`config.mk`:
```
export PLATFORM = sky130hd
export DESIGN_NAME = cia_back
export DESIGN_NICKNAME = d
export VERILOG_FILES = /design/src/rtl/cia_pkg.sv /design/src/rtl/cia_back.sv
export SDC_FILE = /design/constraint.sdc
export NUM_CORES = 1
export LEC_CHECK = 0
export ABC_AREA = 1
export BUFFER_PORTS_ARGS = -buffer_cell sky130_fd_sc_hd__buf_2
export CAP_MARGIN = 0
export CORE_MARGIN = 1.5
export CORE_UTILIZATION = 44
export DETAILED_ROUTE_END_ITERATION = 16
export PLACE_DENSITY = 0.82
export SLEW_MARGIN = 30
export SYNTH_ARGS = -nofsm -noshare
export SYNTH_HDL_FRONTEND = slang
export SYNTH_SLANG_ARGS = --single-unit
```
`constraint.sdc`:
```
create_clock -name clk -period 0.9 [get_ports clk]
set_clock_uncertainty 0.2 [all_clocks]
set_input_delay 0.09 -clock clk [delete_from_list [all_inputs] [get_ports clk]]
set_output_delay 0.09 -clock clk [all_outputs]
set_load 0.005 [all_outputs]
```
`src/rtl/cia_pkg.sv`:
```
// Shared widths, codes and stage types of the checked integer ALU.
package cia_pkg;

    localparam int DATA_WIDTH = 64;
    localparam int HALF       = (DATA_WIDTH + 1) / 2;
    localparam int PROD_WIDTH = 2 * DATA_WIDTH;
    localparam int PP_WIDTH   = 2 * HALF;
    localparam int PORT_WIDTH = 64;

    typedef logic [2:0]            action_t;
    typedef logic [1:0]            status_t;
    typedef logic [DATA_WIDTH-1:0] word_t;
    typedef logic [PP_WIDTH-1:0]   pp_t;

    localparam action_t ACT_ADD = 3'd0;
    localparam action_t ACT_SUB = 3'd1;
    localparam action_t ACT_MUL = 3'd2;
    localparam action_t ACT_DIV = 3'd3;
    localparam action_t ACT_REM = 3'd4;

    localparam status_t ST_OK   = 2'd0;
    localparam status_t ST_DIV0 = 2'd1;
    localparam status_t ST_OVF  = 2'd2;

    typedef struct packed {
        action_t act;
        logic    neg_a;
        logic    neg_q;
        logic    div0;
        logic    divovf;
        logic    bm1;
        logic    ovf;
        word_t   res;
        word_t   rem;
        word_t   quo;
        word_t   bmag;
    } pipe_t;

    typedef struct packed {
        pipe_t base;
        logic  mneg;
        pp_t   pp_ll;
        pp_t   pp_lh;
        pp_t   pp_hl;
        pp_t   pp_hh;
    } front_t;

endpackage

```
`src/rtl/cia_back.sv`:
```
// Result select, status and output register.
module cia_back
    import cia_pkg::*;
(
    input  logic                  clk,
    input  logic                  rst_n,
    input  logic                  en,
    input  logic                  vin,
    input  pipe_t                 din,
    output logic                  valid_reg,
    output logic [PORT_WIDTH-1:0] value_reg,
    output status_t               status_reg
);

    word_t   val;
    status_t st;

    always_comb
    begin
        val = '0;
        st  = ST_OK;
        unique case (din.act)
            ACT_ADD, ACT_SUB, ACT_MUL:
            begin
                st  = din.ovf ? ST_OVF : ST_OK;
                val = din.ovf ? '0 : din.res;
            end
            ACT_DIV:
            begin
                priority if (din.div0)
                    st = ST_DIV0;
                else if (din.divovf)
                    st = ST_OVF;
                else
                    val = din.neg_q ? (~din.quo + 1'b1) : din.quo;
            end
            ACT_REM:
            begin
                priority if (din.div0)
                    st = ST_DIV0;
                else if (din.bm1)
                    val = '0;
                else
                    val = din.neg_a ? (~din.rem + 1'b1) : din.rem;
            end
            default:
            begin
                val = '0;
                st  = ST_OK;
            end
        endcase
    end

    always_ff @(posedge clk or negedge rst_n)
    begin
        if (!rst_n)
        begin
            valid_reg <= 1'b0;
        end
        else if (en)
        begin
            valid_reg <= vin;
        end
    end

    always_ff @(posedge clk)
    begin
        if (en)
        begin
            value_reg  <= PORT_WIDTH'(signed'(val));
            status_reg <= st;
        end
    end

endmodule

```
==> results of run 1 <==
cell families after synthesis:
group / synth area share, %
XOR/XNOR: 0.808
AO/OA/AOI/OAI: 11.3
multiplexers: 0.148
AND/OR/NAND/NOR: 53.3
adder cells (fa/ha/maj): 0.330
flip-flops: 26.4
buffers and inverters: 7.73
metrics by stage:
| stage | setup WS, ps | TNS, ps | instance area (um2) |
|---|---|---|---|
| CTS | -609 | -46940 | 13900 |
| floorplan | -624 | -32470 | 8070 |
| detailed placement | -1060 | -67500 | 11900 |
| global placement | -1060 | -65220 | 11900 |
metal layers:
layer / GRT overflow / global-route usage [%]
met1: 0 / 67.7
met2: 8 / 88.6
met3: 1 / 46.1
met4: 6 / 64.2
met5: 0 / 6.67
what timing repair did:
item,CTS
buffers inserted,28
endpoints found under the setup margin,132
cloned,1
hold buffers,2
resized for setup,358
pin swaps,141
endpoints found under the hold margin,70
==> metrics.yaml, run 1 <==
synth_area_leader_cell: "edfxtp_1"
grt.overflow.total: 15
synth_common_cells: "nand2_1 (405), nand3_1 (206), nor2_1 (199), inv_1 (108), edfxtp_1 (66)"
synth_seq_cells: 67
dieWidth_um: 134
place_congestion: 1.01
status: "aborted with a tool error"
syn_area_um2: 7590
syn_area_per_cell_um2: 5.91
die_y_um: 134
cts_num_sinks: 67
clock_path_buffers: 2
stop_error: "[ERROR GRT-0232] Routing congestion too high. Check the congestion heatmap in the GUI."
synth_top_area_share_pct: 26.1
synth_ff_type: "edfxtp_1"
yosysSeqAreaShare_pct: 26.4
synthCells: 1284
yosysMostFrequentCell: "nand2_1"
yosys_warnings: 0
placed_cells: 2054
cts_buffers: 9
io_buffers: 271
dpl.hpwl_um: 30700
io_pins: 336
yosys-top-cells-area: "edfxtp_1 (26%), nand2_1 (20%), nand3_1 (14%)"
syn_nets: 1555
synth_edf_count: 66
failing_step: "global routing"
clockRootBuffer: "clkbuf_16"
grt_usage_pct: 66.8
endpoint_type: "register data pin"
ys_types: 47
grt_max_degree: 40
worst_endpoint: "value_reg[20]$_DFFE_PP_/D"
start_util_pct: 45.5
cts_max_level: 3
async_flop_share_pct: 1.49
rows: 47
==> run 2, diff against run 1 <==
- CORE_UTILIZATION: 44 -> 40
- PLACE_DENSITY: 0.82 -> not set
- PLACE_DENSITY_LB_ADDON: not set -> 0.15
- clock period: 0.9 -> 1.17 ns (I/O delays scaled with it)
==> run 2 against run 1 <==
The flow now finishes, with violations (negative hold slack, negative setup slack). Synthesized cell count did not move. Area after synthesis did not move.
==> metrics.yaml, run 2 <==
status: "complete, but fails checks"  # was aborted with a tool error
violations: "negative hold slack, negative setup slack"
synthXorXnorAreaFrac_pct: 0.808  # unchanged
dr_wl_met3_um: 6460
clockRootBuffer: "clkbuf_16"  # unchanged
die_area_um2: 19800
synthMuxAreaShare_pct: 0.148  # unchanged
crit_chain: "buf_8 -> nor2_4 -> nand2_4 -> nor2_4 -> nand2_4 -> nor2_4 -> nand3_2 -> nand2_2 -> nand2_1 -> nand3_1 -> nand3_2"
synth_area_leader_cell: "edfxtp_1"  # unchanged
nNetsFinal: 2293
grt.overflow.total: 0
synth_top_family_by_area: "simple AND/OR/NAND/NOR gates"  # unchanged
dpl.hpwl_um: 30700  # about the same
setup-tns-final_ps: -26420
layout_commonest_cell: "buf_4"
required_ps: 1060
synth_common_cells: "nand2_1 (405), nand3_1 (206), nor2_1 (199), inv_1 (108), edfxtp_1 (66)"  # unchanged
syn_area_per_cell_um2: 5.91  # unchanged
layout_common_cells: "buf_4 (353), nand2_1 (333), buf_2 (248)"
synth_seq_cells: 67  # unchanged
synth_fa_ha_area_share_pct: 0.330  # unchanged
crit_fanout: 3
start_kind: "primary input"
clk_latency_ps: 350
tritoncts: "built"
ant_nets: 0
setup_viol: 110
yosysSeqAreaShare_pct: 26.4  # unchanged
yosys_warnings: 0  # unchanged
largest_reg_flops: 64
worst_hold_slack_ps: -7.91
drc: 0
syn_nets: 1555  # unchanged
whs_path_depth: 4
yosys-top-cells-area: "edfxtp_1 (26%), nand2_1 (20%), nand3_1 (14%)"  # unchanged
area.growth.synth_to_final_pct: 108
cts_buffers: 9  # unchanged
io_buffers: 271  # unchanged
final.setup.worst_slack_ps: -559
viasPerCell: 5.88
grt_usage_pct: 43.5
placed_cell_area_um2: 12200  # was 11900 um2
regArea_um2: 2010
die_y_um: 141  # was 134 um
drv_slew: 0
critPathCaptureType: "flip-flop"
place_congestion: 0.997  # was 1.01
hp-class: "primary input to flip-flop"
worstMarginPinSlew_ps: 413
async_flop_share_pct: 1.49  # unchanged
ir_drop_mv: 0.689
top_layer: "met4"
p_leak_nw: 7.35
dr.pass1.iters: 6
wirelength_um: 48800
fin_util_pct: 84.7
met1Wirelength_um: 16800
start_util_pct: 40.7  # was 45.5%
path_clk_slew_ps: 60
crit_buf_inv: 1
critPathMaxStageDelay_ps: 220
synth-simple-area-share_pct: 53.3  # unchanged
antenna_found_initial: 1
dieWidth_um: 141  # was 134 um
drv_cap: 0
critical_path_cell_count: 11
io_pins: 336  # unchanged
pre_cts_slack_ps: -877  # was -1060 ps
cp_top_family: "simple AND/OR/NAND/NOR gates"
reg2reg_depth: 1
synth_compound_area_share_pct: 11.3  # unchanged
power.density_nw_per_um2: 631
cts_max_level: 3  # unchanged
critPathKind: "primary input to flip-flop"
fmax_mhz: 578
fin_crit_ps: 1730
ys_types: 47  # unchanged
yosysMostFrequentCell: "nand2_1"  # unchanged
min_period_over_period_pct: 148
syn_area_um2: 7590  # unchanged
synth_edf_count: 66  # unchanged
layout-drive-gt1-share_pct: 53.7
arrival_ps: 1620
multiInputGateArea_um2: 6840
synth_ff_type: "edfxtp_1"  # unchanged
wl_per_cell_um: 21.6
rows: 50  # was 47
cts_num_sinks: 67  # unchanged
grt_pass1_wl_um: 65600
first_iter_violations: 1780
rsz0062_at_grt: "yes"
grt_max_degree: 52
grt_pass1_vias: 12122
relSlewSlack_pct: 72.2
via_count: 13301
clock_path_buffers: 2  # unchanged
synth_top_area_share_pct: 26.1  # unchanged
wl_met2_um: 21700
crit_path_frequent_cell: "nor2_4"
slowest_stage: "nor2_4"
hold_violations: 1
core_region_area_um2: 18600
synthCells: 1284  # unchanged
num-fill-cells: 1085
stdcell_area_um2: 15800
run 2: layout make-up:
class,instances,area share (%)
Antenna cell,1,0.0158
Multi-Input combinational cell,1068,43.3
Sequential cell,67,12.7
Clock buffer,9,1.43
Clock inverter,7,0.475
Timing Repair inverter,1,0.0238
Inverter,116,3.11
Tap cell,234,1.85
Timing Repair Buffer,759,37.1
run 2: metrics by stage:
stage                     total power (W)  cells
after floorplan                   0.00407   1284
after global placement            0.00590   2103
after detailed placement          0.00592   2103
after CTS                         0.00940   2234
after global routing               0.0102   2262
final                             0.00997   2262
run 2: timing repair:
item                                    4_1_cts  5_1_grt
gates cloned                                  5        1
setup buffers                                43       29
resized for setup                           323      166
pin swaps                                   137      115
endpoints found under the setup margin       93      127
endpoints found under the hold margin        68        0
hold buffers                                 71        0
run 2: per-layer routing:
layer	vias up	global-route usage [%]
met1	5997	54.8
met3	349	8.97
met5	-	0
met2	1174	71.5
li1	5781	-
met4	0	20.1
run 2: path summary, 6_finish.rpt:
path                                            start                       to  slack [ps]
worst max register to register  valid_reg$_DFFE_PN0P_    valid_reg$_DFFE_PN0P_         210
min in group asynchronous                       rst_n    valid_reg$_DFFE_PN0P_         390
worst max-delay path                          din[66]  value_reg[28]$_DFFE_PP_        -560
worst min register to register  valid_reg$_DFFE_PN0P_    valid_reg$_DFFE_PN0P_         330
worst min-delay path                         din[130]   value_reg[2]$_DFFE_PP_          -8
max in group asynchronous                       rst_n    valid_reg$_DFFE_PN0P_         280
run 2: worst min-delay path, delay by kind of cell:
kind / cells / cell delay, ps
buffers and inverters: 1 / 100
and+or+nand+nor: 3 / 220
run 2: cells by family after synthesis:
group | count (synthesis)
compound gates | 141
buf+inv | 150
simple gates | 916
mux | 1
xor+xnor | 7
fa+ha+maj | 2
flops | 67
run 2: where the power goes:
group	switching, W	leakage (nW)	internal (W)	total, W
sequential	0.0000895	0.643	0.00286	0.00295
combinational	0.00216	6.56	0.00193	0.00409
clock	0.00127	0.140	0.00167	0.00293
Power figures use the tool's default switching activity.
==> run 3, diff against run 2 <==
- CORE_AREA: not set -> 2 2 132 134
- CORE_MARGIN: 1.5 -> not set
- CORE_UTILIZATION: 40 -> not set
- DIE_AREA: not set -> 0 0 134 136
==> run 3 against run 2 <==
The flow now stops in global routing. Area after synthesis unchanged. Synthesized cell count did not move.
==> metrics.yaml, run 3 <==
io_buffers: 271  # unchanged
dpl.hpwl_um: 31300  # was 30700 um
grt_usage_pct: 90.5
yosys_warnings: 0  # unchanged
yosysMostFrequentCell: "nand2_1"  # unchanged
start_util_pct: 45.0  # was 40.7%
cts_max_level: 3  # unchanged
clockRootBuffer: "clkbuf_16"  # unchanged
stop_error: "[ERROR GRT-0232] Routing congestion too high. Check the congestion heatmap in the GUI."
async_flop_share_pct: 1.49  # unchanged
ys_types: 47  # unchanged
dieWidth_um: 134  # was 141 um
failing_step: "global routing"
grt.overflow.total: 829
synth_top_area_share_pct: 26.1  # unchanged
synth_area_leader_cell: "edfxtp_1"  # unchanged
yosysSeqAreaShare_pct: 26.4  # unchanged
worst_endpoint: "value_reg[43]$_DFFE_PP_/D"
status: "aborted with a tool error"  # was complete, but fails checks
synth_edf_count: 66  # unchanged
yosys-top-cells-area: "edfxtp_1 (26%), nand2_1 (20%), nand3_1 (14%)"  # unchanged
rows: 48  # was 50
die_y_um: 136  # was 141 um
endpoint_type: "register data pin"
synth_ff_type: "edfxtp_1"  # unchanged
cts_buffers: 9  # unchanged
syn_nets: 1555  # unchanged
syn_area_per_cell_um2: 5.91  # unchanged
io_pins: 336  # unchanged
synth_seq_cells: 67  # unchanged
synth_common_cells: "nand2_1 (405), nand3_1 (206), nor2_1 (199), inv_1 (108), edfxtp_1 (66)"  # unchanged
cts_num_sinks: 67  # unchanged
place_congestion: 1.03  # was 0.997
clock_path_buffers: 2  # unchanged
grt_max_degree: 49
syn_area_um2: 7590  # unchanged
synthCells: 1284  # unchanged
==> run 3: cell counts after synthesis <==
No cell type changed its count.
==> run 3: cell families after synthesis <==
kind of cell,count (synthesis),share of synthesized area (%)
AO/OA/AOI/OAI,141,11.3
XOR/XNOR,7,0.808
adder cells (fa/ha/maj),2,0.330
buffers and inverters,150,7.73
flip-flops,67,26.4
multiplexers,1,0.148
AND/OR/NAND/NOR,916,53.3
==> run 3: through the flow <==
stage	util (%)	setup TNS (ps)	std cells	cell area [um2]	setup slack [ps]
3_5_place_dp	72.3	-43550	2087	12200	-843
2_1_floorplan	-	-16860	1284	8070	-381
4_1_cts	87.9	-17280	2215	14800	-376
3_3_place_gp	72.3	-41220	2087	12200	-850
==> run 3: routing by layer <==
layer | GRT overflow | track usage (%)
met2 | 598 | 115
met5 | 0 | 42.8
met3 | 8 | 72.2
met1 | 3 | 80.1
met4 | 220 | 105
==> run 3: timing repair <==
| item | in CTS |
|---|---|
| endpoints found under the hold margin | 67 |
| endpoints found under the setup margin | 102 |
| setup buffers | 42 |
| resized for setup | 339 |
| cloned | 3 |
| pin swaps | 137 |
| hold buffers | 70 |
