### config.mk
export PLATFORM = sky130hd
export DESIGN_NAME = cia_mulsum
export DESIGN_NICKNAME = d
export VERILOG_FILES = /design/src/rtl/cia_pkg.sv /design/src/rtl/cia_mulsum.sv
export SDC_FILE = /design/constraint.sdc
export NUM_CORES = 1
export LEC_CHECK = 0
export BUFFER_PORTS_ARGS = -buffer_cell sky130_fd_sc_hd__buf_2
export CORE_AREA = 10 10 302 304
export DETAILED_ROUTE_END_ITERATION = 8
export DIE_AREA = 0 0 312 314
export PLACE_DENSITY = 0.49
export SLEW_MARGIN = 10
export SYNTH_ARGS = -nofsm -noshare
export SYNTH_HDL_FRONTEND = slang
export SYNTH_SLANG_ARGS = --single-unit
### constraint.sdc
create_clock -name clk -period 1.8 [get_ports clk]
set_input_delay 0.09 -clock clk [delete_from_list [all_inputs] [get_ports clk]]
set_output_delay 0.09 -clock clk [all_outputs]
set_load 0.02 [all_outputs]
### src/rtl/cia_pkg.sv
// Shared widths, codes and stage types of the checked integer ALU.
package cia_pkg;

    localparam int DATA_WIDTH = 64;
    localparam int HALF       = (DATA_WIDTH + 1) / 2;
    localparam int PROD_WIDTH = 2 * DATA_WIDTH;
    localparam int PP_WIDTH   = 2 * HALF;
    localparam int PORT_WIDTH = 64;

    typedef logic [2:0]            action_t;
    typedef logic [1:0]            status_t;
    typedef logic [DATA_WIDTH-1:0] word_t;
    typedef logic [PP_WIDTH-1:0]   pp_t;

    localparam action_t ACT_ADD = 3'd0;
    localparam action_t ACT_SUB = 3'd1;
    localparam action_t ACT_MUL = 3'd2;
    localparam action_t ACT_DIV = 3'd3;
    localparam action_t ACT_REM = 3'd4;

    localparam status_t ST_OK   = 2'd0;
    localparam status_t ST_DIV0 = 2'd1;
    localparam status_t ST_OVF  = 2'd2;

    typedef struct packed {
        action_t act;
        logic    neg_a;
        logic    neg_q;
        logic    div0;
        logic    divovf;
        logic    bm1;
        logic    ovf;
        word_t   res;
        word_t   rem;
        word_t   quo;
        word_t   bmag;
    } pipe_t;

    typedef struct packed {
        pipe_t base;
        logic  mneg;
        pp_t   pp_ll;
        pp_t   pp_lh;
        pp_t   pp_hl;
        pp_t   pp_hh;
    } front_t;

endpackage

### src/rtl/cia_mulsum.sv
// Partial product sum, multiply range check and sign.
module cia_mulsum
    import cia_pkg::*;
(
    input  logic   clk,
    input  logic   rst_n,
    input  logic   en,
    input  logic   vin,
    input  front_t din,
    output logic   valid_reg,
    output pipe_t  data_reg
);

    localparam logic [PROD_WIDTH-1:0] LIM_POS =
        (PROD_WIDTH'(1) << (DATA_WIDTH - 1)) - PROD_WIDTH'(1);

    logic [PROD_WIDTH-1:0] prod, limit;
    word_t                 plow;
    pipe_t                 data_next;

    always_comb
    begin
        prod = PROD_WIDTH'(din.pp_ll)
             + (PROD_WIDTH'(din.pp_lh) << HALF)
             + (PROD_WIDTH'(din.pp_hl) << HALF)
             + (PROD_WIDTH'(din.pp_hh) << (2 * HALF));
        limit     = din.mneg ? (LIM_POS + PROD_WIDTH'(1)) : LIM_POS;
        plow      = prod[DATA_WIDTH-1:0];
        data_next = din.base;
        if (din.base.act == ACT_MUL)
        begin
            data_next.ovf = (prod > limit);
            data_next.res = (prod > limit) ? '0 : (din.mneg ? (~plow + 1'b1) : plow);
        end
    end

    always_ff @(posedge clk or negedge rst_n)
    begin
        if (!rst_n)
        begin
            valid_reg <= 1'b0;
        end
        else if (en)
        begin
            valid_reg <= vin;
        end
    end

    always_ff @(posedge clk)
    begin
        if (en)
        begin
            data_reg <= data_next;
        end
    end

endmodule

==> flow_summary.toml, run 1 <==
[pwr]
powerDensity_nw_per_um2 = 828
leakage_uw = 0.0155
ir_drop_mv = 0.659
p_total_uw = 29000

[clock_tree]
insertion_delay_ps = 590
htree_levels = 1
clk_pin_slew_ps = 60
clockBufferDepth = 3
tritoncts = "done"
numClockSinks = 266
root_buffer = "clkbuf_16"
cts_made_buffers = 30

[yosys]
ys_seq_area_share_pct = 40.0
synth_edf_count = 265
synth_top_area_share_pct = 39.9
ys_ff_latch = 266
ys.flop_type = "edfxtp_1"
synthTopCellsByArea = "edfxtp_1, ha_1, fa_1, nand2_1, xor2_1"
synth_area_sq_um = 20000
ys_warn_count = 0
synth.distinct_cells = 90
synth_top_area_cell = "edfxtp_1"
synth_nets = 2668
synth_cells = 1948
synthArstFlopShare_pct = 0.376
avgSynthCellArea_sq_um = 10.2

[min_path]
min_path_cells = 4
hold_start = "din[222]"
hold_end = "data_reg[222]$_DFFE_PP_"
hp-class = "in2reg"

[floorplan]
die_area_sq_um = 98000
num_rows = 107
die_h_um = 314
start_util_pct = 23.5
die_w_um = 312
pin_count = 792
fp.coreArea_sq_um = 84900

[worst_setup_path]
timing.rr.start = "valid_reg$_DFFE_PN0P_"
path_class = "in2reg"
arrival_ps = 5230
worstPathMaxFanout = 8
cp-start-kind = "input pin"
regToRegSetupSlack_ps = 1050
ff2ff_path_depth = 1
end_kind = "register"
r2r_end = "valid_reg$_DFFE_PN0P_"
required_ps = 2080

[detailed_routing]
wirelength_um = 115000
via_count = 23500
met1_length_um = 45800
dr.pass1.iters = 5
drtAntennaViolNets = 0
top_layer = "met5"
wl_per_cell_um = 23.6
viasPerCell = 4.80
wl_met2_um = 57500
route.detailed.drc = 0
met3_wirelength_um = 7690
dr.first_iter.drc_count = 1611

[timing]
min_period_over_period_pct = 275
layout_setup_ws_ps = -3150
slew_violations = 0
rsz0062_at_grt = "true"
setup-tns-final_ps = -202190
hold_viol = 0
fin_worst_skew_ps = 0
period_needed_ps = 4950
worst_slew_pin_slew_ps = 892
finalSetupViolCount = 65
fmax_mhz = 202
finalHoldWorstSlack_ps = 58.2
maxSlewHeadroom_pct = 40.0

[finish]
fillers = 8494
final_common_cell = "buf_2"
final_layout_size_suffix_gt1_share_pct = 46.5
final_cell_count_no_fill = 4886
syn2layout_area_growth_pct = 75.7
nets = 4427
multiInputGateArea_sq_um = 11900
final_core_util_pct = 41.3
largest_reg_flops = 265
final_cell_mix = "buf_2, buf_4, dlygate4sd3_1, edfxtp_1, nand2_1"
seq_area_sq_um = 7980

[global_routing]
grt_max_degree = 66
grt_pass1_wl_um = 165000
antenna_found_initial = 16
grt_pass1_vias = 24600
grt.total_usage_pct = 22.2
gr-total-overflow = 0

[placement]
io_buffers = 791
dp_hpwl_um = 98000
place.gp.congestion = 0.999
place_inst = 4531

[run_status]
outcome = "complete, but fails checks"
violations = "setup timing"

[run]
cap_violations = 0
-- power by group --
| group | switching [uW] | total (uW) | internal (uW) |
|---|---|---|---|
| registers | 182 | 7560 | 7380 |
| clock network | 2600 | 6220 | 3620 |
| logic | 8110 | 15300 | 7150 |
| total | 10900 | 29000 | 18100 |
-- synthesized netlist by cell type (all sizes together) (21+ instances only) --
library cell	n
fa	65
a211oi	21
inv	37
a21o	33
xnor2	33
or3	26
nand2	228
a21oi	126
nand4	82
o211ai	23
clkbuf	72
nor2	131
xor2	75
ha	129
nand3	59
nor4	21
o31ai	86
nor3	53
edfxtp	265
o21ai	94
-- worst max path at each step --
stage / start / endpoint / cells past startpoint
after floorplan: din[66] / data_reg[256]$_DFFE_PP_ / 20
after global placement: din[65] / data_reg[242]$_DFFE_PP_ / 26
final: din[65] / data_reg[256]$_DFFE_PP_ / 25
after CTS: din[65] / data_reg[243]$_DFFE_PP_ / 25
after detailed placement: din[65] / data_reg[251]$_DFFE_PP_ / 25
after global routing: din[65] / data_reg[212]$_DFFE_PP_ / 26
-- layout make-up --
type                            count  share of cell area [%]
Multi-Input combinational cell   1559                    33.9
Sequential cell                   266                    22.8
Antenna cell                       14                  0.0999
Inverter                           37                   0.410
Clock buffer                       33                    2.17
Clock inverter                     20                   0.624
Timing Repair Buffer             1813                    35.9
Tap cell                         1144                    4.08
-- stage by stage --
step                      cell area, sq um  setup slack [ps]
after detailed placement             30700             -4120
after global routing                 35100             -3340
final                                35100             -3150
after global placement               30700             -4030
after floorplan                      20100             -3440
after CTS                            34700             -3180
-- repair_timing --
item,CTS,global route
setup endpoints to repair,65,65
hold buffers,270,0
gates resized for setup,36,36
cloned,3,4
pin swaps,19,25
setup buffers,7,5
hold endpoints to repair,290,0
-- critical path, stage by stage --
cell	delay, ps
buf_8	80
inv_6	30
fa_1	520
inv_1	40
ha_2	190
fa_2	350
a21o_1	210
a221o_1	400
a21oi_4	240
o31a_1	200
o21ba_4	180
xnor2_4	90
ha_4	270
and3_4	170
nand4_1	130
or4_4	520
nor3_4	130
nor2_2	90
nor4b_2	230
nand4_1	140
nor4_2	200
nand4_1	190
buf_12	210
buf_16	160
a2bb2oi_2	140
-- cells by family (layout without fill, tap and decap cells) --
family / after synthesis / count (layout) / synth area share, %
DFF: 266 / 266 / 40.0
adders and majority gates: 194 / 194 / 14.6
other: 0 / 14 / 0
xor gates and xnor gates: 108 / 108 / 4.74
AOI/OAI and AO/OA: 541 / 541 / 19.7
and+or+nand+nor: 705 / 705 / 17.7
buffers and inverters: 123 / 1903 / 2.66
muxes: 11 / 11 / 0.564
-- routing by layer --
layer  up-vias  track usage, %
met5         -               0
met4         8            7.83
met3       159            4.66
met2       964            39.7
met1     11200            26.1
li1      11100               -
No activity file was read; power rests on OpenSTA's default activity.
==> run 2, diff against run 1 <==
--- a/config.mk
+++ b/config.mk
@@ -5,7 +5,7 @@
 export SDC_FILE = /design/constraint.sdc
 export NUM_CORES = 1
 export LEC_CHECK = 0
-export BUFFER_PORTS_ARGS = -buffer_cell sky130_fd_sc_hd__buf_2
+export BUFFER_PORTS_ARGS = -buffer_cell sky130_fd_sc_hd__buf_4
 export CORE_AREA = 10 10 302 304
 export DETAILED_ROUTE_END_ITERATION = 8
 export DIE_AREA = 0 0 312 314
==> run 2 against run 1 <==
The run still ends with setup timing left; critical endpoint is now data_reg[213]$_DFFE_PP_; total power is 2.9% higher; sequential share of layout area is 1.3 points lower; global-route usage is 1.2 points higher; non-clock buffer count is 7 higher; register-to-register slack worse by 20 ps; combinational power is 5% higher; worst setup slack better by 21 ps; largest cell class unchanged; final cell count hardly changed; sequential power hardly changed; clock skew stayed put; hold slack worse by 8.2 ps; routed wire length is 5.8% higher.
==> flow_summary.toml, run 2 (synthesis gave the netlist of run 1 again) <==
[worst_setup_path]
r2r_end = "valid_reg$_DFFE_PN0P_"
critPathMaxStageDelay_ps = 550
path_class = "in2reg"
cp-start-kind = "input pin"
crit_path_frequent_cell = "nand4_1"
timing.rr.start = "valid_reg$_DFFE_PN0P_"
ff2ff_path_depth = 1
end_kind = "register"
worstPathMaxFanout = 8
arrival_ps = 5330
required_ps = 2210
regToRegSetupSlack_ps = 1030
slowest_stage = "or4_4"

[run_status]
outcome = "complete, but fails checks"
violations = "setup timing"

[timing]
fin_worst_skew_ps = 0
finalHoldWorstSlack_ps = 50.0
setup-tns-final_ps = -201210
finalSetupViolCount = 65
hold_viol = 0
layout_setup_ws_ps = -3130
period_needed_ps = 4930
rsz0062_at_grt = "true"
worst_slew_pin_slew_ps = 917
fmax_mhz = 203
maxSlewHeadroom_pct = 38.3
min_period_over_period_pct = 274
slew_violations = 0

[global_routing]
grt_max_degree = 66
met1_usage_pct = 27.5
grt_pass1_vias = 25400
grt_pass1_wl_um = 172000
gr-total-overflow = 0
grt.total_usage_pct = 23.4
grt_use_met2_pct = 42.9
busiest_layer = "met2"
antenna_found_initial = 15
grtUsageMet3_pct = 4.27

[pwr]
switching_share_pct = 37.3
p_clk_share_pct = 20.8
p_total_uw = 29900
combPwrFrac_pct = 53.8
p_int_uw = 18700
power_frac_seq_pct = 25.4
ir_drop_mv = 0.704
powerDensity_nw_per_um2 = 804
leakage_uw = 0.0162
p_sw_uw = 11100

[min_path]
hp-class = "in2reg"
hold_end = "data_reg[222]$_DFFE_PP_"
hold_start = "din[222]"
min_path_cells = 4

[finish]
final_layout_size_suffix_gt1_share_pct = 46.3
fillers = 8242
nets = 4434
final_core_util_pct = 43.8
largest_reg_flops = 265
final_common_cell = "buf_4"
syn2layout_area_growth_pct = 86.2
final_cell_mix = "buf_4, dlygate4sd3_1, edfxtp_1, nand2_1, nor2_1"

[floorplan]
start_util_pct = 23.5
num_rows = 107
die_w_um = 312
fp.coreArea_sq_um = 84900
die_h_um = 314
pin_count = 792
die_area_sq_um = 98000

[placement]
pre_cts_slack_ps = -4000
dp_hpwl_um = 104000
io_buffers = 791
place.gp.congestion = 0.994

[detailed_routing]
dr.pass1.iters = 5
wl_per_cell_um = 25.0
route.detailed.drc = 0
drtAntennaViolNets = 0
wirelength_um = 122000
dr.first_iter.drc_count = 1683
viasPerCell = 4.86
via_count = 23800

[clock_tree]
htree_levels = 1
numClockSinks = 266
clockBufferDepth = 3
root_buffer = "clkbuf_16"
clk_pin_slew_ps = 60
cts_made_buffers = 30
tritoncts = "done"
insertion_delay_ps = 590

[run]
cap_violations = 0
## run 2: cell count changes in the layout (fill, tap and decap cells not counted), sizes merged
cell,previous run,this run
clkinvlp,0,2
clkinv,14,11
inv,39,37
clkbuf,36,41
buf,1540,1548
dlygate4sd3,270,268
diode,14,10
## run 2: what timing repair did
action / CTS / global route
endpoints found under the hold margin: 277 / 0
pin swaps: 16 / 21
setup buffers: 6 / 6
setup endpoints to repair: 65 / 65
hold buffers: 268 / 0
cloned: 3 / 4
resized for setup: 35 / 53
## run 2: worst max-delay path by stage
stage | end | depth (start not counted) | from | slack, ps
2_1_floorplan | data_reg[256]$_DFFE_PP_ | 20 | din[66] | -3440
3_3_place_gp | data_reg[256]$_DFFE_PP_ | 24 | din[66] | -3910
3_5_place_dp | data_reg[250]$_DFFE_PP_ | 22 | din[66] | -4000
4_1_cts | data_reg[203]$_DFFE_PP_ | 25 | din[65] | -3230
5_1_grt | data_reg[231]$_DFFE_PP_ | 25 | din[65] | -3370
6_report | data_reg[213]$_DFFE_PP_ | 25 | din[65] | -3130
## run 2: power groups by stage
stage                     Clock (uW)  Sequential, uW  Combinational, uW
after floorplan                    0            8300               5520
after global placement             0            7700              14900
after CTS                       6410            7590              15700
after global routing            6660            7630              17200
after detailed placement           0            7720              15000
final                           6230            7590              16100
## run 2: final cells by class
cell class                 instances  area (sq um)  area share, %
tap                             1144          1430           3.85
multi-input combinational       1559         12000           32.3
antenna                           10          25.0         0.0673
inverter                          37           144          0.387
timing repair buffer            1820         14600           39.3
clock buffer                      37           777           2.09
sequential                       266          7980           21.5
clock inverter                    17           209          0.562
## run 2: critical path, delay by kind of cell
family          cells  cell delay (ps)
simple gates        9             1820
compound gates      6             1400
fa+ha+maj           4             1360
buf+inv             5              570
xor+xnor            1               70
## run 2: metal layers
layer	wire length, um	vias up
met3	7490	147
met5	27	-
li1	-	11100
met4	3730	4
met2	62300	927
met1	48500	11600
## run 2: through the flow
step,instance area (sq um),cells
floorplan,20100,1948
global placement,32700,4539
detailed placement,32700,4539
CTS,36600,4870
global route,37200,4888
finish,37200,4890
