==> config.mk <==
export PLATFORM = sky130hd
export DESIGN_NAME = cia_div_step
export DESIGN_NICKNAME = d
export VERILOG_FILES = /design/src/rtl/cia_pkg.sv /design/src/rtl/cia_div_step.sv
export SDC_FILE = /design/constraint.sdc
export NUM_CORES = 1
export LEC_CHECK = 0
export BUFFER_PORTS_ARGS = -buffer_cell sky130_fd_sc_hd__buf_2
export CORE_AREA = 2 2 210 212
export DETAILED_ROUTE_END_ITERATION = 6
export DIE_AREA = 0 0 212 214
export SLEW_MARGIN = 15
export SYNTH_ARGS = -nofsm -noshare
export SYNTH_HDL_FRONTEND = slang
export SYNTH_SLANG_ARGS = --single-unit
==> constraint.sdc <==
create_clock -name clk -period 0.8 [get_ports clk]
set_clock_uncertainty 0.1 [all_clocks]
set_input_delay 0 -clock clk [delete_from_list [all_inputs] [get_ports clk]]
set_output_delay 0 -clock clk [all_outputs]
set_load 0.03 [all_outputs]
==> src/rtl/cia_pkg.sv <==
// Shared widths, codes and stage types of the checked integer ALU.
package cia_pkg;

    localparam int DATA_WIDTH = 64;
    localparam int HALF       = (DATA_WIDTH + 1) / 2;
    localparam int PROD_WIDTH = 2 * DATA_WIDTH;
    localparam int PP_WIDTH   = 2 * HALF;
    localparam int PORT_WIDTH = 64;

    typedef logic [2:0]            action_t;
    typedef logic [1:0]            status_t;
    typedef logic [DATA_WIDTH-1:0] word_t;
    typedef logic [PP_WIDTH-1:0]   pp_t;

    localparam action_t ACT_ADD = 3'd0;
    localparam action_t ACT_SUB = 3'd1;
    localparam action_t ACT_MUL = 3'd2;
    localparam action_t ACT_DIV = 3'd3;
    localparam action_t ACT_REM = 3'd4;

    localparam status_t ST_OK   = 2'd0;
    localparam status_t ST_DIV0 = 2'd1;
    localparam status_t ST_OVF  = 2'd2;

    typedef struct packed {
        action_t act;
        logic    neg_a;
        logic    neg_q;
        logic    div0;
        logic    divovf;
        logic    bm1;
        logic    ovf;
        word_t   res;
        word_t   rem;
        word_t   quo;
        word_t   bmag;
    } pipe_t;

    typedef struct packed {
        pipe_t base;
        logic  mneg;
        pp_t   pp_ll;
        pp_t   pp_lh;
        pp_t   pp_hl;
        pp_t   pp_hh;
    } front_t;

endpackage

==> src/rtl/cia_div_step.sv <==
// One restoring division step: one quotient bit per stage.
module cia_div_step
    import cia_pkg::*;
(
    input  logic  clk,
    input  logic  rst_n,
    input  logic  en,
    input  logic  vin,
    input  pipe_t din,
    output logic  valid_reg,
    output pipe_t data_reg
);

    logic [DATA_WIDTH:0] r2, diff;
    pipe_t               data_next;

    always_comb
    begin
        r2        = {din.rem, din.quo[DATA_WIDTH-1]};
        diff      = r2 - {1'b0, din.bmag};
        data_next = din;
        data_next.quo = {din.quo[DATA_WIDTH-2:0], ~diff[DATA_WIDTH]};
        data_next.rem = diff[DATA_WIDTH] ? r2[DATA_WIDTH-1:0] : diff[DATA_WIDTH-1:0];
    end

    always_ff @(posedge clk or negedge rst_n)
    begin
        if (!rst_n)
        begin
            valid_reg <= 1'b0;
        end
        else if (en)
        begin
            valid_reg <= vin;
        end
    end

    always_ff @(posedge clk)
    begin
        if (en)
        begin
            data_reg <= data_next;
        end
    end

endmodule

==> impl_metrics.py, run 1 <==
metrics = {
    "setup_path": {
        "r2r_end": "valid_reg",
        "crit_path_frequent_cell": "or4b_4",
        "crit_path_start_kind": "primary input",
        "worst-r2r-cell-count": 1,
        "worstSetupEndpointType": "flop",
        "r2r-start": "valid_reg",
        "crit_type": "in2reg",
        "path_buf_inv": 3,
        "crit_chain": "buf_8 -> inv_4 -> ha_4 -> buf_4 -> a21o_1 -> or4b_4 -> or4b_4 -> and4_4 -> o21a_4 -> o311ai_2 -> nand3_1 -> a31o_4",
        "required_ps": 1040,
        "crit_slowest_cell": "or4b_4",
        "critPathMaxStageDelay_ps": 550,
        "critPathArrivalTime_ps": 2820,
        "path_delay_family": "simple AND/OR/NAND/NOR gates",
        "path_max_fanout": 3,
        "rrSetupSlack_ps": -70,
    },
    "status": {
        "outcome": "finished, violations left",
        "violations": "hold timing, setup timing",
    },
    "cells_and_area": {
        "layout-drive-gt1-share_pct": 48.9,
        "area_growth_pct": 92.3,
        "largest_register_ffs": 265,
        "nets": 2502,
        "layout_commonest_cell": "buf_4",
        "final_cell_count_no_fill": 2789,
        "final_cell_mix": "buf_4, buf_6, edfxtp_1",
    },
    "timing": {
        "finalCritPeriodShare_pct": 322,
        "maxSlewViolCount": 0,
        "fin_hold_ws_ps": -484,
        "setup_viol": 332,
        "period_needed_ps": 2580,
        "hold_viol": 275,
        "tightest_slew_ps": 602,
        "setup_ws_ps": -1780,
        "fmax_mhz": 388,
        "rsz0062_at_grt": "yes",
        "relSlewSlack_pct": 59.5,
    },
    "yosys": {
        "syn-num-nets": 1364,
        "yosysUniqueCellTypes": 76,
        "synthCells": 1030,
        "synth_warnings": 0,
        "synth_area_leader_cell": "edfxtp_1",
        "synth_ff_type": "edfxtp_1",
        "synth_top_area_share_pct": 60.4,
        "syn_avg_cell_area_um2": 12.8,
        "ys_ff_latch": 266,
        "synthTopCellsByArea": "edfxtp_1, ha_1, mux2_2",
        "synth_edf_count": 265,
        "netlist_area_um2": 13200,
        "yosysSeqAreaShare_pct": 60.6,
        "synth-async-reset-ratio_pct": 0.376,
    },
    "global_route": {
        "grt_pass1_wl_mm": 81.4,
        "grt_max_degree": 23,
        "track_usage_pct": 23.6,
        "grt_overflow": 0,
        "grt_pass1_vias": 13924,
        "antenna_found_initial": 20,
    },
    "placement": {
        "numPortBuffers": 534,
        "place_inst": 2427,
        "dpl_worst_slack_ps": -2630,
        "gp_congestion": 0.939,
        "place_hpwl_mm": 39.7,
    },
    "pwr": {
        "leakagePower_nw": 11.3,
        "finalPower_mw": 48.6,
        "power.density_nw_per_um2": 1920,
        "peakVddDrop_mv": 1.68,
    },
    "routing": {
        "routed_wl_mm": 55.9,
        "vias": 13041,
        "via_per_inst": 4.68,
        "drt-pass1-iter-count": 5,
        "routedWlPerCell_um": 20.0,
        "drcViolationCount": 0,
        "drt-initial-drc-count": 678,
        "antenna_left": 0,
    },
    "clock_tree": {
        "numCtsBuffers": 31,
        "cts_tree": "done",
        "cts_buffer_depth": 3,
        "insertion_delay_ps": 560,
        "htree_levels": 1,
        "clk_pin_slew_ps": 70,
        "cts_num_sinks": 266,
        "cts_root_buf": "clkbuf_16",
    },
    "min_path": {
        "hp-class": "in2reg",
        "worstHoldPathCells": 1,
        "hp-start": "din[0]",
        "min_to": "data_reg[0]",
    },
    "die": {
        "start_util_pct": 30.7,
        "io_pins": 535,
        "core_area_um2": 42900,
        "die_h_um": 214,
        "die_x_um": 212,
        "core.rowCount": 76,
        "die_area_um2": 45400,
    },
    "job": {
        "timing.max_cap.violations": 0,
    },
}
==> cell usage after synthesis, types with 6 or more instances <==
cell,number
edfxtp_1,265
inv_1,87
a21oi_1,78
nand2_1,67
ha_1,64
mux2_2,50
nor2_1,46
o21ai_0,41
a21o_1,32
xnor2_1,32
xor2_1,22
nand4_1,20
clkbuf_1,19
nor3_1,14
nor2b_1,13
o21bai_1,13
nand3_1,11
a31oi_1,10
and3_1,10
mux2i_1,9
o21a_1,9
nand2b_1,8
a211oi_1,6
buf_2,6
o31ai_1,6
==> stage by stage <==
step	hold slack (ps)	TNS, ps	util (%)	cell area [um2]
after floorplan	-396	-133680	-	13400
after global placement	-325	-168520	44.5	19100
after detailed placement	-323	-173550	44.5	19100
after CTS	-527	-225840	58.3	25000
after global routing	-511	-242730	59.1	25300
final	-484	-222380	59.1	25400
==> worst max path at each step <==
stage             start            end  depth (start not counted)  slack [ps]
3_5_place_dp    din[26]  data_reg[183]                         11       -2630
3_3_place_gp    din[26]  data_reg[183]                         11       -2500
6_report        din[26]  data_reg[191]                         12       -1780
5_1_grt         din[19]  data_reg[144]                         15       -1890
2_1_floorplan  din[127]  data_reg[185]                         16       -2190
4_1_cts         din[24]  data_reg[179]                         12       -1720
==> routing by layer <==
metal | vias up | global-route usage [%] | part of all wire [%]
met4 | 14 | 10.0 | 4.1
met1 | 6274 | 24.6 | 36
met3 | 129 | 6.07 | 7.2
met5 | - | 0 | 0.17
li1 | 6140 | - | -
met2 | 484 | 44.2 | 53
==> cell families (layout without fill, tap and decap cells) <==
logic type | after synthesis | in the layout | share of synthesized area, %
AOI/OAI and AO/OA | 240 | 240 | 11.9
xor gates and xnor gates | 54 | 54 | 3.59
adders and majority gates | 65 | 65 | 6.23
buffers and inverters | 123 | 1284 | 3.97
DFF | 266 | 266 | 60.6
muxes | 60 | 60 | 5.07
other | 0 | 13 | 0
and+or+nand+nor | 222 | 222 | 8.68
==> power breakdown <==
group | internal, mW | switching, mW
clock | 7.76 | 6.05
sequential | 17.1 | 0.832
combinational | 8.53 | 8.26
total | 33.4 | 15.1
==> layout make-up <==
class / count / area (um2)
Timing Repair Buffer: 1140 / 9880
Clock buffer: 33 / 783
Tap cell: 585 / 732
Multi-Input combinational cell: 641 / 5380
Inverter: 88 / 368
Clock inverter: 23 / 190
Antenna cell: 13 / 32.5
Fill cell: 3379 / 17500
Sequential cell: 266 / 7980
==> timing repair <==
item / CTS / global route
setup endpoints to repair: 332 / 332
gates cloned: 5 / 0
pin swaps: 22 / 29
endpoints found under the hold margin: 531 / 283
buffers inserted: 20 / 17
gates resized for setup: 643 / 50
hold buffers: 250 / 9
Power figures use the tool's default switching activity.
==> run 2, diff against run 1 <==
--- a/config.mk
+++ b/config.mk
@@ -6,9 +6,13 @@
 export NUM_CORES = 1
 export LEC_CHECK = 0
 export BUFFER_PORTS_ARGS = -buffer_cell sky130_fd_sc_hd__buf_2
-export CORE_AREA = 2 2 210 212
+export CELL_PAD_IN_SITES_DETAIL_PLACEMENT = 0
+export CELL_PAD_IN_SITES_GLOBAL_PLACEMENT = 1
+export CORE_ASPECT_RATIO = 0.6
+export CORE_MARGIN = 2
+export CORE_UTILIZATION = 34
 export DETAILED_ROUTE_END_ITERATION = 6
-export DIE_AREA = 0 0 212 214
+export PLACE_DENSITY_LB_ADDON = 0.1
 export SLEW_MARGIN = 15
 export SYNTH_ARGS = -nofsm -noshare
 export SYNTH_HDL_FRONTEND = slang
==> run 2 against run 1 <==
  * The run still ends with hold timing, setup timing left
  * Clock power shrank 3%
  * Combinational power is essentially flat
  * Routed wire length grew 2.8%
  * Fmax shrank 2.9%
  * Count of clock-buffer cells in the layout shrank 3
  * Power shrank 0.95%
  * Global-route usage grew 3.7 points
  * Flip-flop and latch count is the same
  * Via count shrank 1.0%
  * Sequential share of layout area grew 0.20 points
  * Core utilization grew 7.3 points
  * Worst hold slack gained 32 ps
==> impl_metrics.py, run 2 (synthesis gave the netlist of run 1 again) <==
metrics = {
    "cells_and_area": {
        "fin_util_pct": 66.4,
        "layout-drive-gt1-share_pct": 49.8,
        "area_growth_pct": 91.1,
        "final_cell_mix": "buf_4, buf_6, edfxtp_1",
        "final_cell_count_no_fill": 2695,
        "layout_commonest_cell": "buf_4",
        "nets": 2486,
        "largest_register_ffs": 265,
    },
    "pwr": {
        "p_int_mw": 33.0,
        "finalPower_mw": 48.1,
        "pwr-share-comb_pct": 34.8,
        "p_sw_mw": 15.1,
        "leakagePower_nw": 11.1,
        "peakVddDrop_mv": 1.52,
        "power.density_nw_per_um2": 1910,
        "switching_share_pct": 31.5,
        "p_clk_share_pct": 27.9,
        "seq_power_share_pct": 37.3,
    },
    "setup_path": {
        "path_max_fanout": 8,
        "r2r-start": "valid_reg",
        "crit_path_start_kind": "primary input",
        "crit_type": "in2reg",
        "critical_path.startpoint": "din[127]",
        "critPathArrivalTime_ps": 2890,
        "worstSetupEndpointType": "flop",
        "required_ps": 1030,
    },
    "min_path": {
        "hp-class": "in2reg",
        "hp-start": "din[9]",
    },
    "die": {
        "die_h_um": 157,
        "start_util_pct": 34.8,
        "die_x_um": 258,
        "core.rowCount": 55,
        "core_area_um2": 37900,
        "io_pins": 535,
        "die_area_um2": 40400,
    },
    "timing": {
        "period_needed_ps": 2660,
        "fin_hold_ws_ps": -452,
        "hold_viol": 268,
        "relSlewSlack_pct": 55.9,
        "fmax_mhz": 376,
        "finalCritPeriodShare_pct": 332,
        "maxSlewViolCount": 0,
        "setup_ws_ps": -1860,
        "setup_viol": 334,
        "setup_tns_ps": -226160,
        "tightest_slew_ps": 655,
        "rsz0062_at_grt": "yes",
    },
    "routing": {
        "routedWlPerCell_um": 21.3,
        "antenna_left": 0,
        "drt-initial-drc-count": 913,
        "vias": 12910,
        "routed_wl_mm": 57.5,
        "drcViolationCount": 0,
        "drt-pass1-iter-count": 7,
        "via_per_inst": 4.79,
    },
    "status": {
        "violations": "hold timing, setup timing",
        "outcome": "finished, violations left",
    },
    "job": {
        "timing.max_cap.violations": 0,
    },
    "placement": {
        "place_hpwl_mm": 41.8,
        "place_inst": 2348,
        "numPortBuffers": 534,
        "gp_congestion": 0.915,
    },
    "global_route": {
        "grt_pass1_vias": 13069,
        "grt_pass1_wl_mm": 82.2,
        "grt_overflow": 0,
        "track_usage_pct": 27.3,
        "grt_max_degree": 28,
        "antenna_found_initial": 11,
    },
    "clock_tree": {
        "cts_num_sinks": 266,
        "cts_root_buf": "clkbuf_16",
        "cts_tree": "done",
        "insertion_delay_ps": 570,
        "numCtsBuffers": 27,
        "clk_pin_slew_ps": 70,
        "cts_buffer_depth": 3,
        "htree_levels": 1,
    },
}
run 2: critical path, cell delays in order:
cell and delay (ps):
buf_8 90, inv_12 30, ha_4 150, fa_2 390, nor2b_2 130, o211ai_1 110, a21o_1 240, o22ai_4 190
o21ai_4 100, a211oi_4 320, or3_4 190, and3_4 260, clkinv_8 100, buf_12 140, buf_16 140, mux2_4 290
run 2: worst paths after layout:
path,endpoint,slack [ps],depth (start not counted)
max,data_reg[178],-1860,16
min,data_reg[9],-450,1
max reg2reg,valid_reg,-90,1
min reg2reg,valid_reg,450,1
max in group asynchronous,valid_reg,280,3
min in group asynchronous,valid_reg,200,3
run 2: repair_timing:
| item | CTS | global route |
|---|---|---|
| hold buffers | 255 | 8 |
| buffers inserted | 13 | 11 |
| hold endpoints to repair | 531 | 274 |
| resized for setup | 622 | 62 |
| pin swaps | 22 | 28 |
| setup endpoints to repair | 332 | 334 |
| gates cloned | 6 | 0 |
run 2: metal layers:
layer	vias to the layer above	wire length [um]	track usage [%]
li1	6115	-	-
met1	6222	25000	37.1
met2	499	27000	43.7
met3	72	4190	6.24
met4	2	1230	7.82
met5	-	11	1.09
run 2: final cells by class:
cell class              count  area [um2]
repair buffers           1127        9820
fillers                  2883       12700
repair inverters            1        8.76
clock buffers              30         687
flip-flops and latches    266        7980
inverters                  88         365
clock inverters            19         213
multi-input cells         641        5450
diodes                     10        25.0
well taps                 513         642
run 2: metrics by stage:
step,area (um2),worst slack [ps]
after detailed placement,19000,-2530
final,25200,-1860
after global placement,19000,-2470
after floorplan,13400,-2190
after CTS,24800,-1810
after global routing,25200,-1900
run 2: power groups by stage:
stage | clock (mW) | sequential (mW) | combinational, mW
after CTS | 13.6 | 17.9 | 16.3
after global placement | 0 | 17.8 | 12.6
after detailed placement | 0 | 17.8 | 12.6
after global routing | 14.2 | 18.0 | 17.6
after floorplan | 0 | 20.7 | 4.11
final | 13.4 | 17.9 | 16.7
==> run 3, diff against run 2 <==
==> constraint.sdc (replaced) <==
create_clock -name clk -period 2.2 [get_ports clk]
set_clock_uncertainty 0.1 [all_clocks]
set_input_delay 0 -clock clk [delete_from_list [all_inputs] [get_ports clk]]
set_output_delay 0 -clock clk [all_outputs]
set_load 0.03 [all_outputs]
==> run 3 against run 2 <==
  * The run still ends with hold timing, setup timing left
  * Global-route usage decreased by 1.8 points
  * Register-to-register slack improved by 910 ps
  * Setup slack improved by 1500 ps
  * First-iteration DRC count decreased by 1.9%
  * Final area decreased by 7.2%
  * Core utilization decreased by 4.8 points
  * Power decreased by 66%
  * Via count decreased by 2.3%
  * Final cell count decreased by 1.0%
  * Highest routed layer is now met4
==> impl_metrics.py, run 3 (synthesis gave the netlist of run 1 again) <==
metrics = {
    "pwr": {
        "finalPower_mw": 16.6,
        "peakVddDrop_mv": 0.492,
        "power.density_nw_per_um2": 710,
        "leakagePower_nw": 10.5,
    },
    "routing": {
        "via_per_inst": 4.73,
        "drcViolationCount": 0,
        "drt-pass1-iter-count": 5,
        "routedWlPerCell_um": 20.2,
        "drt-initial-drc-count": 896,
        "routed_wl_mm": 53.8,
        "vias": 12614,
        "antenna_left": 0,
    },
    "die": {
        "die_area_um2": 40400,
        "start_util_pct": 34.8,
        "io_pins": 535,
        "core_area_um2": 37900,
        "die_x_um": 258,
        "die_h_um": 157,
        "core.rowCount": 55,
    },
    "global_route": {
        "track_usage_pct": 25.5,
        "antenna_found_initial": 12,
        "grt_overflow": 0,
        "grt_max_degree": 56,
        "grt_pass1_wl_mm": 77.0,
        "grtUsageMet3_pct": 5.70,
        "grt_pass1_vias": 12568,
        "busiest_layer": "met2",
        "groute.layer.met1.usage_pct": 35.8,
        "use_met2_pct": 39.9,
    },
    "clock_tree": {
        "cts_buffer_depth": 3,
        "cts_tree": "done",
        "cts_root_buf": "clkbuf_16",
        "htree_levels": 1,
        "insertion_delay_ps": 570,
        "clk_pin_slew_ps": 60,
        "cts_num_sinks": 266,
        "numCtsBuffers": 28,
    },
    "timing": {
        "hold_viol": 5,
        "finalCritPeriodShare_pct": 118,
        "period_needed_ps": 2590,
        "rsz0062_at_grt": "yes",
        "maxSlewViolCount": 0,
        "setup_viol": 65,
        "fin_hold_ws_ps": -479,
        "setup_ws_ps": -386,
        "relSlewSlack_pct": 55.7,
        "tightest_slew_ps": 657,
        "fmax_mhz": 387,
    },
    "setup_path": {
        "required_ps": 2420,
        "critical_path.startpoint": "din[148]",
        "rrSetupSlack_ps": 820,
        "crit_path_start_kind": "primary input",
        "critPathArrivalTime_ps": 2800,
        "r2r-start": "valid_reg",
        "path_max_fanout": 8,
        "crit_type": "in2reg",
        "worstSetupEndpointType": "flop",
    },
    "cells_and_area": {
        "nets": 2455,
        "layout_commonest_cell": "buf_2",
        "final_area_um2": 23400,
        "area_growth_pct": 77.3,
        "final_cell_count_no_fill": 2667,
        "final_cell_mix": "buf_2, dlygate4sd3_1, buf_4",
        "fin_util_pct": 61.6,
        "largest_register_ffs": 265,
        "layout-drive-gt1-share_pct": 47.9,
    },
    "status": {
        "outcome": "finished, violations left",
        "violations": "hold timing, setup timing",
    },
    "min_path": {
        "hp-class": "in2reg",
        "hp-start": "din[0]",
    },
    "placement": {
        "place_inst": 2308,
        "post_dp_cell_area_um2": 18600,
        "place_hpwl_mm": 40.6,
        "gp_congestion": 0.893,
        "numPortBuffers": 534,
    },
    "job": {
        "timing.max_cap.violations": 0,
    },
}
==> run 3: timing repair <==
| item | CTS | global route |
|---|---|---|
| gates cloned | 4 | 0 |
| buffers inserted | 16 | 11 |
| pin swaps | 45 | 34 |
| resized for setup | 151 | 46 |
| endpoints found under the setup margin | 65 | 65 |
| hold buffers | 268 | 1 |
| endpoints found under the hold margin | 314 | 5 |
==> run 3: layout make-up <==
| cell class | count | area [um2] |
|---|---|---|
| multi-input combinational | 641 | 5550 |
| clock buffer | 32 | 716 |
| inverter | 88 | 365 |
| sequential | 266 | 7980 |
| fill | 3202 | 14600 |
| tap | 513 | 642 |
| antenna | 12 | 30.0 |
| timing repair buffer | 1096 | 7910 |
| clock inverter | 19 | 174 |
==> run 3: path summary, 6_finish.rpt <==
path / to / cells after the start
min: data_reg[0] / 1
min reg2reg: valid_reg / 2
min in group asynchronous: valid_reg / 3
max in group asynchronous: valid_reg / 3
max: data_reg[166] / 14
max reg2reg: valid_reg / 2
==> run 3: layer usage <==
layer | up-vias | wire, um
met5 | - | 0
met4 | 0 | 1170
met3 | 56 | 3900
met2 | 453 | 24300
met1 | 6054 | 24400
li1 | 6051 | -
==> run 3: critical path, cell delays in order <==
cell	delay, ps
buf_2	120
ha_4	300
nand4_4	130
nor4b_4	390
nand4_1	210
o22ai_4	220
o21ai_4	90
a211oi_2	260
o211ai_1	170
and3_4	230
inv_8	80
buf_12	130
buf_12	150
mux2_4	300
==> run 3: through the flow <==
step                      setup slack [ps]  setup TNS [ps]
final                                 -386          -19560
after global routing                  -492          -26050
after CTS                             -346          -18190
after detailed placement             -1150          -66080
after global placement               -1050          -62000
after floorplan                       -785          -42540
==> run 3: power breakdown <==
part           switching [mW]  internal, mW
clock network            2.11          2.58
registers               0.146          6.21
logic                    3.05          2.49
total                    5.30          11.3
